### src/sv/spsm_ram.sv
// Generic single-write, single-read RAM with a registered read port.
module spsm_ram #(
  parameter int WIDTH = 8,
  parameter int DEPTH = 16
) (
  input  logic                     clk,
  input  logic                     wr_en,
  input  logic [$clog2(DEPTH)-1:0] wr_addr,
  input  logic [WIDTH-1:0]         wr_data,
  input  logic [$clog2(DEPTH)-1:0] rd_addr,
  output logic [WIDTH-1:0]         rd_data
);

  logic [WIDTH-1:0] mem [DEPTH];

  // Write port and registered read port.
  always_ff @(posedge clk) begin
    if (wr_en) begin
      mem[wr_addr] <= wr_data;
    end
    rd_data <= mem[rd_addr];
  end

endmodule

### config.mk
export PLATFORM = sky130hd
export DESIGN_NAME = spsm_ram
export DESIGN_NICKNAME = d
export VERILOG_FILES = /design/src/sv/spsm_ram.sv
export SDC_FILE = /design/constraint.sdc
export NUM_CORES = 1
export LEC_CHECK = 0
export BUFFER_PORTS_ARGS = -buffer_cell sky130_fd_sc_hd__clkbuf_2
export CAP_MARGIN = 20
export CORE_MARGIN = 2
export CORE_UTILIZATION = 40
export DETAILED_ROUTE_END_ITERATION = 6
export SYNTH_ARGS = -nofsm -noshare
export SYNTH_HDL_FRONTEND = slang
export SYNTH_SLANG_ARGS = --single-unit
### constraint.sdc
create_clock -name clk -period 3.94 [get_ports clk]
set_clock_uncertainty 0.1 [all_clocks]
set_input_delay 0.394 -clock clk [delete_from_list [all_inputs] [get_ports clk]]
set_output_delay 0.394 -clock clk [all_outputs]
set_load 0.01 [all_outputs]
==> results.cfg <==
[outcome]
outcome = completed

[cts]
cts_resized = 0
cts_tree = built
worst_skew_pair.late_latency_ps = 410
clkSinkCount = 136
post_cts_buffers = 0
clk_root_buffer_cell = clkbuf_16
path_clk_slew_ps = 60
cts_buffers = 17
htree_num_levels = 4
cts_hold_buf = 0
cts_buffer_depth = 2

[placed_design]
port_buffers = 25
gp_congestion = 0.686
hpwl_um = 6100

[floorplan]
core_um2 = 12600
die_area_um2 = 13800
fp.dieH_um = 117
die_w_um = 117
ios = 26
start_util = 0.410
rows = 41

[critical_path]
cp_max_fo = 18
critPathLaunchType = input pin
path_delay_family = buffers and inverters
worst_path_max_delay_cell = mux4_1
worst_ep_arrival_time_ps = 2200
endpoint_kind = flop
path_class = input pin to flop
critPathBufInv = 2
cpPeakStageDelay_ps = 610
worst_ep_required_time_ps = 4130
path_cells = clkbuf_2 > buf_4 > mux4_1 > a22oi_1 > nand2_1

[logic_synthesis]
synth.distinct_cells = 19
yosys_register_bits = 136
yosysWarnings = 0
synth_fp_nets = 247
yosys.area.top_type = edfxtp_1
ys_seq_area_frac = 0.778
synth.avg_cell_area_um2 = 22.5
syn_area_um2 = 5150
synth_area_leaders = edfxtp_1 75%, mux4_2 7.9%, mux4_1 7.1%
synthCells = 229
yosysTopAreaCellShare = 0.747

[cells_and_area]
final_nets = 285
fillers = 1003
syn_to_final_growth_pct = 17.8
fin_util = 0.482
drive_gt1_frac = 0.286
antenna-diode-count = 0

[detailed_routing]
wl_per_cell_um = 21.9
via_count = 2365
drc = 0
drt-initial-drc-count = 199
wirelength_um = 9890
dr.pass1.iters = 4
vias_per_cell = 5.23
ant_nets = 0

[pwr]
power.density_nw_per_um2 = 562
leakage_nw = 2.01
ir_drop_uv = 284

[global_routing]
gr-total-overflow = 0
grtUsageTotal = 0.154
antenna_found_initial = 0
grt_pass1_vias = 2450
grt_start_max_net_pins = 33
grt_pass1_wl_um = 15000

[timing]
tightestPinTransition_ps = 1030
hold_violations = 0
setup_tns_ps = 0
post-route-period-util = 0.511
rsz0062_at_grt = no
fin_crit_ps = 2010
relSlewSlack = 0.311
finalMaxSlewViolations = 0
max_freq_mhz = 497
setup_violations = 0

[run]
maxCapViolCount = 0

[min_path]
hp-class = input pin to flop
power breakdown:
group	switching (mW)	internal, mW
logic	0.0850	0.0591
registers	0.0111	1.62
clock network	0.565	1.07
Yosys cell counts, drive strengths merged:
cell and number:
nand2b 2, nand3b 2, clkdlybuf4s25 3, and2b 1
nor3 4, or3b 1, mux4 32, a22oi 16
buf 7, dfxtp 8, nor2b 1, edfxtp 128
nor2 13, nand3 1, and2 1, nand2 9
per-layer routing:
| metal | up-vias | GRT usage | wire, um |
|---|---|---|---|
| li1 | 1049 | - | - |
| met4 | 0 | 0.0678 | 160 |
| met5 | - | 0 | 0 |
| met3 | 11 | 0.0428 | 479 |
| met1 | 1234 | 0.200 | 4390 |
| met2 | 71 | 0.243 | 4860 |
registers in the layout, indices dropped and copies added (netlist names):
| register | cells |
|---|---|
| rd_data | 8 |
| mem | 128 |
worst reg2reg max path: cells and delay by family, from the launching register on:
family | cells | cell delay [ps]
compound gates | 1 | 340
flops | 1 | 340
mux | 1 | 510
simple gates | 1 | 80
cell type report:
type / count / area (um^2) / area share
well taps: 172 / 215 / 0.0355
flip-flops and latches: 136 / 4000 / 0.660
clock buffers: 19 / 443 / 0.0731
multi-input cells: 83 / 1070 / 0.176
repair buffers: 29 / 155 / 0.0256
clock inverters: 13 / 178 / 0.0293
worst paths after layout:
check | to | cells past startpoint | slack [ps] | from
setup / recovery | rd_data[1] | 5 | 1930 | rd_addr[0]
hold / removal | mem[9][3] | 1 | 320 | wr_data[3]
setup reg to reg | rd_data[4] | 3 | 2450 | mem[9][4]
hold reg to reg | rd_data[0] | 3 | 570 | mem[12][0]
metrics by stage:
step | instance area, um^2 | std cells | power (mW) | hold WS [ps] | setup WS [ps]
after floorplan | 5150 | 229 | 1.74 | 393 | 1950
final | 6060 | 452 | 3.41 | 316 | 1930
after CTS | 6060 | 452 | 3.44 | 304 | 1930
after detailed placement | 5440 | 420 | 1.81 | 556 | 1490
after global routing | 6060 | 452 | 3.52 | 330 | 1790
after global placement | 5440 | 420 | 1.80 | 557 | 1470
cell usage in the layout, fill, tap and decap left out, drive strengths merged:
cell type	instances
and2	1
nand2b	2
bufinv	4
nand2	9
edfxtp	128
or3b	1
nor3	4
nor2	13
mux4	32
clkinv	4
dfxtp	8
buf	4
inv	1
nand3	1
nor2b	1
clkbuf	44
nand3b	2
and2b	1
clkinvlp	4
a22oi	16
logic make-up after synthesis:
group / share of synthesized area
AOI/OAI and AO/OA: 0.0233
and+or+nand+nor: 0.0318
DFF: 0.778
buffers and inverters: 0.0168
muxes: 0.150
Note: power is estimated with default switching activity, not from simulation.
